**config.mk**
```make
export PLATFORM = sky130hd
export DESIGN_NAME = message_id_list_extractor_flat
export DESIGN_NICKNAME = d
export VERILOG_FILES = /design/src/mide_pkg.sv /design/src/mide_req_if.sv /design/src/mide_rsp_if.sv /design/src/message_id_list_extractor.sv /design/src/flat_wrapper.sv
export SDC_FILE = /design/constraint.sdc
export NUM_CORES = 1
export LEC_CHECK = 0
export ABC_CLOCK_PERIOD_IN_PS = 4800
export BUFFER_PORTS_ARGS = -buffer_cell sky130_fd_sc_hd__buf_2
export CAP_MARGIN = 25
export CORE_MARGIN = 2
export CORE_UTILIZATION = 30
export DETAILED_ROUTE_END_ITERATION = 7
export GPL_ROUTABILITY_DRIVEN = 0
export MAX_ROUTING_LAYER = met4
export SYNTH_ARGS = -nofsm -noshare
export SYNTH_HDL_FRONTEND = slang
export SYNTH_SLANG_ARGS = --single-unit
```
**constraint.sdc**
```tcl
create_clock -name clock -period 4.8 [get_ports clock]
set_input_delay 0.72 -clock clock [delete_from_list [all_inputs] [get_ports clock]]
set_output_delay 0.72 -clock clock [all_outputs]
set_load 0.02 [all_outputs]
```
**src/mide_pkg.sv**
```systemverilog
// mide_pkg: shared types and constants of the message-id list extractor
// no dependencies; used by the top level
`default_nettype none

package mide_pkg;

   localparam logic [7:0] CharLt        = 8'h3C;
   localparam logic [7:0] CharGt        = 8'h3E;
   localparam logic [7:0] CharLparen    = 8'h28;
   localparam logic [7:0] CharRparen    = 8'h29;
   localparam logic [7:0] CharBackslash = 8'h5C;
   localparam logic [7:0] CharSpace     = 8'h20;
   localparam logic [7:0] CharTab       = 8'h09;
   localparam logic [7:0] CharCr        = 8'h0D;

   localparam int         DepthWidth      = 8;
   localparam logic [DepthWidth-1:0] MaxCommentDepth = DepthWidth'(255);

   localparam int QueueDepth = 4;
   localparam int QueuePtrW  = $clog2(QueueDepth);
   localparam int QueueCntW  = $clog2(QueueDepth + 1);

   typedef enum logic [5:0] {
      PH_LEAD     = 6'b000001,
      PH_LEAD_CMT = 6'b000010,
      PH_TEXT     = 6'b000100,
      PH_POST     = 6'b001000,
      PH_POST_CMT = 6'b010000,
      PH_ID       = 6'b100000
   } phase_type;

   typedef struct packed {
      logic       byte_valid;
      logic [7:0] id_byte;
      logic       id_last;
      logic       header_done;
   } result_type;

   function automatic logic is_ws(input logic [7:0] b);
      return (b == CharSpace) || ((b >= CharTab) && (b <= CharCr));
   endfunction

endpackage

`default_nettype wire

```
**src/mide_req_if.sv**
```systemverilog
// mide_req_if: input channel carrying one header byte per beat
// depends on nothing
`default_nettype none

interface mide_req_if;
   logic       valid;
   logic       ready;
   logic [7:0] in_byte;
   logic       end_of_header;

   modport source (output valid, output in_byte, output end_of_header, input ready);
   modport sink   (input valid, input in_byte, input end_of_header, output ready);
endinterface

`default_nettype wire

```
**src/mide_rsp_if.sv**
```systemverilog
// mide_rsp_if: result channel carrying one message-id byte per beat
// depends on nothing
`default_nettype none

interface mide_rsp_if;
   logic       valid;
   logic       ready;
   logic       byte_valid;
   logic [7:0] id_byte;
   logic       id_last;
   logic       header_done;

   modport source (output valid, output byte_valid, output id_byte, output id_last,
                   output header_done, input ready);
   modport sink   (input valid, input byte_valid, input id_byte, input id_last,
                   input header_done, output ready);
endinterface

`default_nettype wire

```
**src/message_id_list_extractor.sv**
```systemverilog
// message_id_list_extractor: parses header bytes and emits message-id bytes
// depends on mide_pkg, mide_req_if and mide_rsp_if
//
// usage:
//   req carries one header byte per beat, with end_of_header on the final byte.
//   rsp carries the results: id bytes with id_last on the final byte of each id,
//   and header_done on the last result belonging to the final header byte.
//   a header byte causes zero, one or two results; the final byte always
//   causes at least one (byte_valid low if no id byte is left).
//   results are registered into the output queue and offered on rsp from there.
//   throughput: one header byte per cycle; the parse state is updated in the
//   same cycle the byte is taken, and results go to a four-entry output queue.
//   req.ready is high while the queue holds at most two results, so a stream
//   giving one result per byte or fewer runs at full rate; bytes giving two
//   results are limited by the single-result rsp port.
//   when rsp stalls, the queue fills and req.ready drops until it drains.
//   reset (synchronous) empties the queue and returns to the leading skip phase;
//   req.ready is low while reset is high.
`default_nettype none

module message_id_list_extractor
   import mide_pkg::*;
(
   input  wire       clock,
   input  wire       reset,
   mide_req_if.sink   req,
   mide_rsp_if.source rsp
);

   phase_type             phase_ff,  phase_in;
   logic [DepthWidth-1:0] depth_ff,  depth_in;
   logic                  esc_ff,    esc_in;
   logic [7:0]            held_ff,   held_in;
   logic                  hvalid_ff, hvalid_in;

   result_type            queue_ff [QueueDepth];
   logic [QueuePtrW-1:0]  rd_ptr_ff, rd_ptr_in;
   logic [QueueCntW-1:0]  cnt_ff,    cnt_in;

   result_type            res [2];
   logic [1:0]            n_res;
   logic                  accept, pop;
   logic [7:0]            b;
   logic [DepthWidth-1:0] depth_dec;
   logic [QueuePtrW-1:0]  wr_ptr0, wr_ptr1;

   assign b = req.in_byte;

   // parse one byte
   always_comb begin
      phase_in  = phase_ff;
      depth_in  = depth_ff;
      esc_in    = esc_ff;
      held_in   = held_ff;
      hvalid_in = hvalid_ff;
      n_res     = 2'd0;
      res[0]    = '0;
      res[1]    = '0;
      depth_dec = (depth_ff != '0) ? depth_ff - DepthWidth'(1) : '0;

      case (phase_ff)
         PH_LEAD, PH_POST: begin
            if (is_ws(b)) begin
               phase_in = phase_ff;
            end else if (b == CharLparen) begin
               depth_in = DepthWidth'(1);
               esc_in   = 1'b0;
               phase_in = (phase_ff == PH_LEAD) ? PH_LEAD_CMT : PH_POST_CMT;
            end else if (phase_ff == PH_LEAD) begin
               phase_in = (b == CharLt) ? PH_POST : PH_TEXT;
            end else if (b == CharGt) begin
               phase_in = PH_LEAD;
            end else begin
               held_in   = b;
               hvalid_in = 1'b1;
               phase_in  = PH_ID;
            end
         end
         PH_LEAD_CMT, PH_POST_CMT: begin
            if (esc_ff) begin
               esc_in = 1'b0;
            end else if (b == CharBackslash) begin
               esc_in = 1'b1;
            end else if (b == CharLparen) begin
               if (depth_ff < MaxCommentDepth) depth_in = depth_ff + DepthWidth'(1);
            end else if (b == CharRparen) begin
               depth_in = depth_dec;
               if (depth_dec == '0)
                  phase_in = (phase_ff == PH_LEAD_CMT) ? PH_LEAD : PH_POST;
            end
         end
         PH_TEXT: begin
            if (b == CharLt) phase_in = PH_POST;
         end
         PH_ID: begin
            if (b == CharGt) begin
               if (hvalid_ff) begin
                  res[0] = '{byte_valid: 1'b1, id_byte: held_ff, id_last: 1'b1,
                             header_done: 1'b0};
                  n_res  = 2'd1;
               end
               hvalid_in = 1'b0;
               held_in   = '0;
               phase_in  = PH_LEAD;
            end else if ((b == CharSpace) || (b == CharTab)) begin
               phase_in = PH_ID;
            end else begin
               if (hvalid_ff) begin
                  res[0] = '{byte_valid: 1'b1, id_byte: held_ff, id_last: 1'b0,
                             header_done: 1'b0};
                  n_res  = 2'd1;
               end
               held_in   = b;
               hvalid_in = 1'b1;
            end
         end
         default: begin
            phase_in = PH_LEAD;
         end
      endcase

      if (req.end_of_header) begin
         if (hvalid_in) begin
            res[n_res[0]] = '{byte_valid: 1'b1, id_byte: held_in, id_last: 1'b1,
                              header_done: 1'b0};
            n_res = n_res + 2'd1;
         end
         if (n_res == 2'd0) begin
            res[0] = '0;
            n_res  = 2'd1;
         end
         if (n_res == 2'd1) res[0].header_done = 1'b1;
         else               res[1].header_done = 1'b1;
         phase_in  = PH_LEAD;
         depth_in  = '0;
         esc_in    = 1'b0;
         held_in   = '0;
         hvalid_in = 1'b0;
      end
   end

   // output queue
   assign req.ready = !reset && (cnt_ff <= QueueCntW'(QueueDepth - 2));
   assign accept    = req.valid && req.ready;
   assign pop       = rsp.valid && rsp.ready;
   assign wr_ptr0   = rd_ptr_ff + cnt_ff[QueuePtrW-1:0];
   assign wr_ptr1   = wr_ptr0 + QueuePtrW'(1);

   always_comb begin
      rd_ptr_in = pop ? rd_ptr_ff + QueuePtrW'(1) : rd_ptr_ff;
      cnt_in    = cnt_ff + (accept ? QueueCntW'(n_res) : '0) - (pop ? QueueCntW'(1) : '0);
   end

   assign rsp.valid       = (cnt_ff != '0);
   assign rsp.byte_valid  = queue_ff[rd_ptr_ff].byte_valid;
   assign rsp.id_byte     = queue_ff[rd_ptr_ff].id_byte;
   assign rsp.id_last     = queue_ff[rd_ptr_ff].id_last;
   assign rsp.header_done = queue_ff[rd_ptr_ff].header_done;

   always_ff @(posedge clock) begin
      if (accept) begin
         if (n_res != 2'd0) queue_ff[wr_ptr0] <= res[0];
         if (n_res == 2'd2) queue_ff[wr_ptr1] <= res[1];
      end
   end

   always_ff @(posedge clock) begin
      if (reset) begin
         phase_ff  <= PH_LEAD;
         depth_ff  <= '0;
         esc_ff    <= 1'b0;
         held_ff   <= '0;
         hvalid_ff <= 1'b0;
         rd_ptr_ff <= '0;
         cnt_ff    <= '0;
      end else begin
         if (accept) begin
            phase_ff  <= phase_in;
            depth_ff  <= depth_in;
            esc_ff    <= esc_in;
            held_ff   <= held_in;
            hvalid_ff <= hvalid_in;
         end
         rd_ptr_ff <= rd_ptr_in;
         cnt_ff    <= cnt_in;
      end
   end

endmodule

`default_nettype wire
```
**src/flat_wrapper.sv**
```systemverilog
// flat-port wrapper written by rule: the top's interface ports become plain ports
module message_id_list_extractor_flat import mide_pkg::*;
  (clock, reset, req_valid, req_in_byte, req_end_of_header, req_ready, rsp_valid, rsp_byte_valid, rsp_id_byte, rsp_id_last, rsp_header_done, rsp_ready);
  mide_req_if req_i ();
  mide_rsp_if rsp_i ();
  input  wire clock;
  input  wire reset;
  input wire logic [$bits(req_i.valid)-1:0] req_valid;
  input wire logic [$bits(req_i.in_byte)-1:0] req_in_byte;
  input wire logic [$bits(req_i.end_of_header)-1:0] req_end_of_header;
  output wire logic [$bits(req_i.ready)-1:0] req_ready;
  output wire logic [$bits(rsp_i.valid)-1:0] rsp_valid;
  output wire logic [$bits(rsp_i.byte_valid)-1:0] rsp_byte_valid;
  output wire logic [$bits(rsp_i.id_byte)-1:0] rsp_id_byte;
  output wire logic [$bits(rsp_i.id_last)-1:0] rsp_id_last;
  output wire logic [$bits(rsp_i.header_done)-1:0] rsp_header_done;
  input wire logic [$bits(rsp_i.ready)-1:0] rsp_ready;
  assign req_i.valid = req_valid;
  assign req_i.in_byte = req_in_byte;
  assign req_i.end_of_header = req_end_of_header;
  assign req_ready = req_i.ready;
  assign rsp_valid = rsp_i.valid;
  assign rsp_byte_valid = rsp_i.byte_valid;
  assign rsp_id_byte = rsp_i.id_byte;
  assign rsp_id_last = rsp_i.id_last;
  assign rsp_header_done = rsp_i.header_done;
  assign rsp_i.ready = rsp_ready;
  message_id_list_extractor u_core (.clock(clock), .reset(reset), .req(req_i), .rsp(rsp_i));
endmodule
```
==> impl.org <==
** Timing
- Setup tns final :: 0 ns
- For this run, the top clock speed supported by timing is 295.0 MHz.
- Worst-case headroom to the max-slew limit :: 31.22%
- Final critical-path share of the clock period :: 70.62%
- On the final layout, the worst clock skew is 0.006199 ns.
- Worst-case setup margin in the final layout :: 1.410 ns
- Actual slew at the worst max-slew pin :: 1.022 ns
- Final number of setup-violating endpoints :: 0
- The final number of hold-violating endpoints came to 0.
- Final worst path period need :: 3.390 ns
- The max-slew violation count was 0.
- RSZ-0062 raised after global routing :: false

** Power
- Power spread over the standard cell area amounts to 367.2 mW/mm².
- Across the VDD grid, the largest voltage drop is 171.4 µV.
- Leakage power of the design :: 1.887 nW

** Clock tree
- TritonCTS built the clock tree.
- CTS Buffer Depth :: 2
- In this run the post-CTS setup repair buffer count came out at 0.
- Worst skew pair latency :: 0.34 ns
- After clock tree synthesis, the clock-pin slew on the worst setup and hold paths is 0.06 ns.
- Buffer type at the clock tree root :: sky130_fd_sc_hd__clkbuf_16
- H-tree level count :: 3
- Buffers inserted during clock tree synthesis total 9.
- Clock sink total :: 75
- After clock tree synthesis, the repair step resized 0 gates.
- Count of hold-fix buffers inserted at cts :: 0

** Global routing
- Number of global-route vias before repair :: 4,024
- Entering global routing, the biggest net connects 34 pins.
- Tot GR Track Use :: 16.48%
- Global-route wire length before repair :: 21,500 µm
- After global routing the overflow that remains totals 0.
- The number of antenna violations at the first check in global routing is 1.

** Outcome
- Status :: completed

** Critical path
- Worst setup path class :: reg2reg
- STA puts the critical path data required time at 5.01 ns.
- CP delay by family, top :: simple AND/OR/NAND/NOR gates
- Worst reg2reg path startpoint :: u_core.phase_ff[3]$_SDFFE_PP0P_
- STA classifies the critical path endpoint as a register.
- The worst setup path is launched from a register.
- Destination of the worst register-to-register timing path :: u_core.cnt_ff[2]$_SDFF_PP0_
- Traced cell by cell, the critical path runs through nor4b_2, and2_1, nand3_1, nand2_1, nand2_1, a31oi_1, ha_1, inv_1, fa_1, xnor2_1, xnor2_1, nor2_1.
- CP Data Arrival Time :: 3.60 ns
- Of all nets on the critical path, the largest fanout is 15.
- Counting both buffers and inverters, the worst setup path holds a total of 1.
- Register-to-register path setup slack :: 1.41 ns
- For this run, the slowest stage of the critical path takes 0.47 ns.
- R2R cell count :: 12
- The largest individual stage delay along the critical path comes from the cell sky130_fd_sc_hd__nand3_1.

** Yosys
- Average footprint of a synthesized cell :: 9.128 µm²
- Netlist cell types :: 64
- Combined area of all synthesized cells :: 0.004820 mm²
- Synthesized instance count :: 528
- Sequential share of the synthesized area :: 40.29%
- The Yosys step of the flow raised 0 warnings.
- Counting flops with an async set or reset pin after synthesis yields a share of 0%.
- Flop and latch count out of synthesis :: 75
- In this run the biggest area consumer among cell types represents 27.41% of the synthesized area.
- Syn_nets :: 549
- Summed over all instances, the cell type with the most area after synthesis is sky130_fd_sc_hd__edfxtp_1.
- In this run, synthesis inferred 44 flip-flops with an integrated enable.
- Leading register cell type out of synthesis :: sky130_fd_sc_hd__edfxtp_1
- Top post-synthesis cells by area :: sky130_fd_sc_hd__edfxtp_1, sky130_fd_sc_hd__dfxtp_1, sky130_fd_sc_hd__mux4_2

** Die
- Standard-cell rows :: 46
- Standard cell core area :: 0.01577 mm²
- From left edge to right edge, the die measures 130.8 µm.
- The die covers 0.01710 mm².
- Die Height :: 130.8 µm
- Num ports :: 26
- Starting density of the core :: 30.56%

** Final layout
- For this run, the post-layout net count is 547.
- Leaving out fill and tap cells, the most frequent cell in the layout is sky130_fd_sc_hd__nand2_1.
- In the layout the commonest cells are sky130_fd_sc_hd__nand2_1, sky130_fd_sc_hd__edfxtp_1, sky130_fd_sc_hd__nor2_1.
- Proportion of layout cells with a drive suffix above 1 :: 12.81%
- Area of the multi-input gates :: 0.002626 mm²
- The filler cells instantiated in the layout total 1,630.
- From synthesis to final layout, the design area changed by 11.45%.
- The sequential cells in the finished layout cover a total of 0.001942 mm².

** Min path
- The worst hold path terminates at u_core.held_ff[1]$_SDFFE_PP0P_.
- Instance count along the most critical hold path :: 2
- The min-delay analysis places its worst path in the category reg2reg.
- The startpoint identified for the worst hold timing path is u_core.held_ff[1]$_SDFFE_PP0P_.

** Drt
- Post-DR wirelength/cell :: 17.20 µm
- DR DRC count :: 0
- After detailed routing, the met3 layer carries 898 µm of wire.
- Routed vias :: 4,184
- Iter 0 DRT Violations :: 342
- DR vias/cell :: 5.594
- Number of optimization iterations in the first detailed-route pass :: 5
- Remaining antenna violation count :: 0
- Sum of routed wire segments on met1 :: 5656 µm
- Met2 WL :: 6189 µm
- Routed signal wires occupy layers up through met4.
- Wires add up to 12,870 µm.

** Placement
- The count of buffers added on input and output ports is 25.
- Summed over all nets, the half-perimeter wirelength after detailed placement is 9469 µm.
- OpenSTA, run right after detailed placement, puts the worst setup slack at 1.130 ns.

** Job
- The tool flagged a number of max-cap violations equal to 0.
==> Yosys cell counts, types with 3 or more instances <==
library cell,count
sky130_fd_sc_hd__nand2_1,60
sky130_fd_sc_hd__edfxtp_1,44
sky130_fd_sc_hd__nor2_1,40
sky130_fd_sc_hd__dfxtp_1,31
sky130_fd_sc_hd__clkbuf_1,28
sky130_fd_sc_hd__o22ai_1,26
sky130_fd_sc_hd__a21oi_1,25
sky130_fd_sc_hd__o21ai_0,22
sky130_fd_sc_hd__nand3_1,21
sky130_fd_sc_hd__inv_1,20
sky130_fd_sc_hd__nand2b_1,14
sky130_fd_sc_hd__a31oi_1,13
sky130_fd_sc_hd__nor3_1,13
sky130_fd_sc_hd__nand4_1,12
sky130_fd_sc_hd__a211oi_1,11
sky130_fd_sc_hd__mux2i_1,11
sky130_fd_sc_hd__mux4_2,11
sky130_fd_sc_hd__or4_1,9
sky130_fd_sc_hd__nor4_1,8
sky130_fd_sc_hd__a22oi_1,7
sky130_fd_sc_hd__and3_1,7
sky130_fd_sc_hd__buf_2,7
sky130_fd_sc_hd__ha_1,7
sky130_fd_sc_hd__xnor2_1,6
sky130_fd_sc_hd__o32ai_1,5
sky130_fd_sc_hd__and2_1,4
sky130_fd_sc_hd__buf_1,4
sky130_fd_sc_hd__xor2_1,4
sky130_fd_sc_hd__a21o_1,3
sky130_fd_sc_hd__nand3b_1,3
sky130_fd_sc_hd__nor4b_1,3
sky130_fd_sc_hd__o2111ai_1,3
sky130_fd_sc_hd__o211ai_1,3
sky130_fd_sc_hd__o31ai_1,3
==> worst min-delay path, cell delays in order (launching register included) <==
cell and delay [ns]:
sky130_fd_sc_hd__dfxtp_1 0.34, sky130_fd_sc_hd__nand2_1 0.06, sky130_fd_sc_hd__o21ai_0 0.06
==> report_power, final <==
group	total [W]	switching [W]	internal (W)
clock	0.000689	0.000284	0.000405
sequential	0.000780	0.0000593	0.000721
combinational	0.000503	0.000286	0.000216
==> flip-flops by register name, summed over array words and instances, names as in the netlist, named ones only <==
signal and cells:
u_core.hvalid_ff 1, u_core.cnt_ff 3, u_core.rd_ptr_ff 2, u_core.queue_ff 44, u_core.held_ff 8, u_core.phase_ff 6, u_core.esc_ff 1, u_core.depth_ff 8
==> worst max-delay path by stage <==
stage,from,endpoint,slack (ns),cells past startpoint
2_1_floorplan,req_in_byte[4],u_core.cnt_ff[2]$_SDFF_PP0_,1.62,13
3_3_place_gp,req_in_byte[0],u_core.cnt_ff[2]$_SDFF_PP0_,1.23,13
3_5_place_dp,req_in_byte[0],u_core.cnt_ff[2]$_SDFF_PP0_,1.13,13
4_1_cts,u_core.phase_ff[3]$_SDFFE_PP0P_,u_core.cnt_ff[2]$_SDFF_PP0_,1.46,12
5_1_grt,u_core.phase_ff[3]$_SDFFE_PP0P_,u_core.cnt_ff[2]$_SDFF_PP0_,1.08,12
6_report,u_core.phase_ff[3]$_SDFFE_PP0P_,u_core.cnt_ff[2]$_SDFF_PP0_,1.41,12
==> cell families (layout without fill, tap and decap cells) <==
family | Yosys count | in the layout | synth area share, %
buffers and inverters | 62 | 65 | 5.322
XOR/XNOR | 12 | 12 | 2.778
flip-flops | 75 | 75 | 40.29
adder cells (fa/ha/maj) | 8 | 8 | 2.233
other | 0 | 1 | 0
AO/OA/AOI/OAI | 136 | 136 | 18.69
multiplexers | 22 | 22 | 7.425
AND/OR/NAND/NOR | 213 | 213 | 23.26
==> per-layer routing <==
layer	global-route usage [%]	vias to the layer above
met5	-	-
met4	4.255	0
met3	3.583	14
met2	26.50	167
met1	21.20	1993
li1	-	2010
==> layout make-up <==
type	count	area share (%)
diodes	1	0.04659
flip-flops and latches	75	36.15
repair buffers	29	2.888
well taps	216	5.031
clock buffers	9	4.193
clock inverters	7	1.398
inverters	20	1.398
multi-input cells	391	48.89
==> per-stage QoR <==
step | instance area [µm²] | util (%) | std cells | power, W | hold slack, ns
2_1_floorplan | 4820 | - | 528 | 0.001162 | 0.4606
3_3_place_gp | 5061 | 32.09 | 730 | 0.001292 | 0.4997
3_5_place_dp | 5061 | 32.09 | 730 | 0.001301 | 0.5041
4_1_cts | 5361 | 34.00 | 746 | 0.001992 | 0.5138
5_1_grt | 5371 | 34.06 | 748 | 0.002080 | 0.5382
6_report | 5371 | 34.06 | 748 | 0.001972 | 0.5174
No activity file was read; power rests on OpenSTA's default activity.
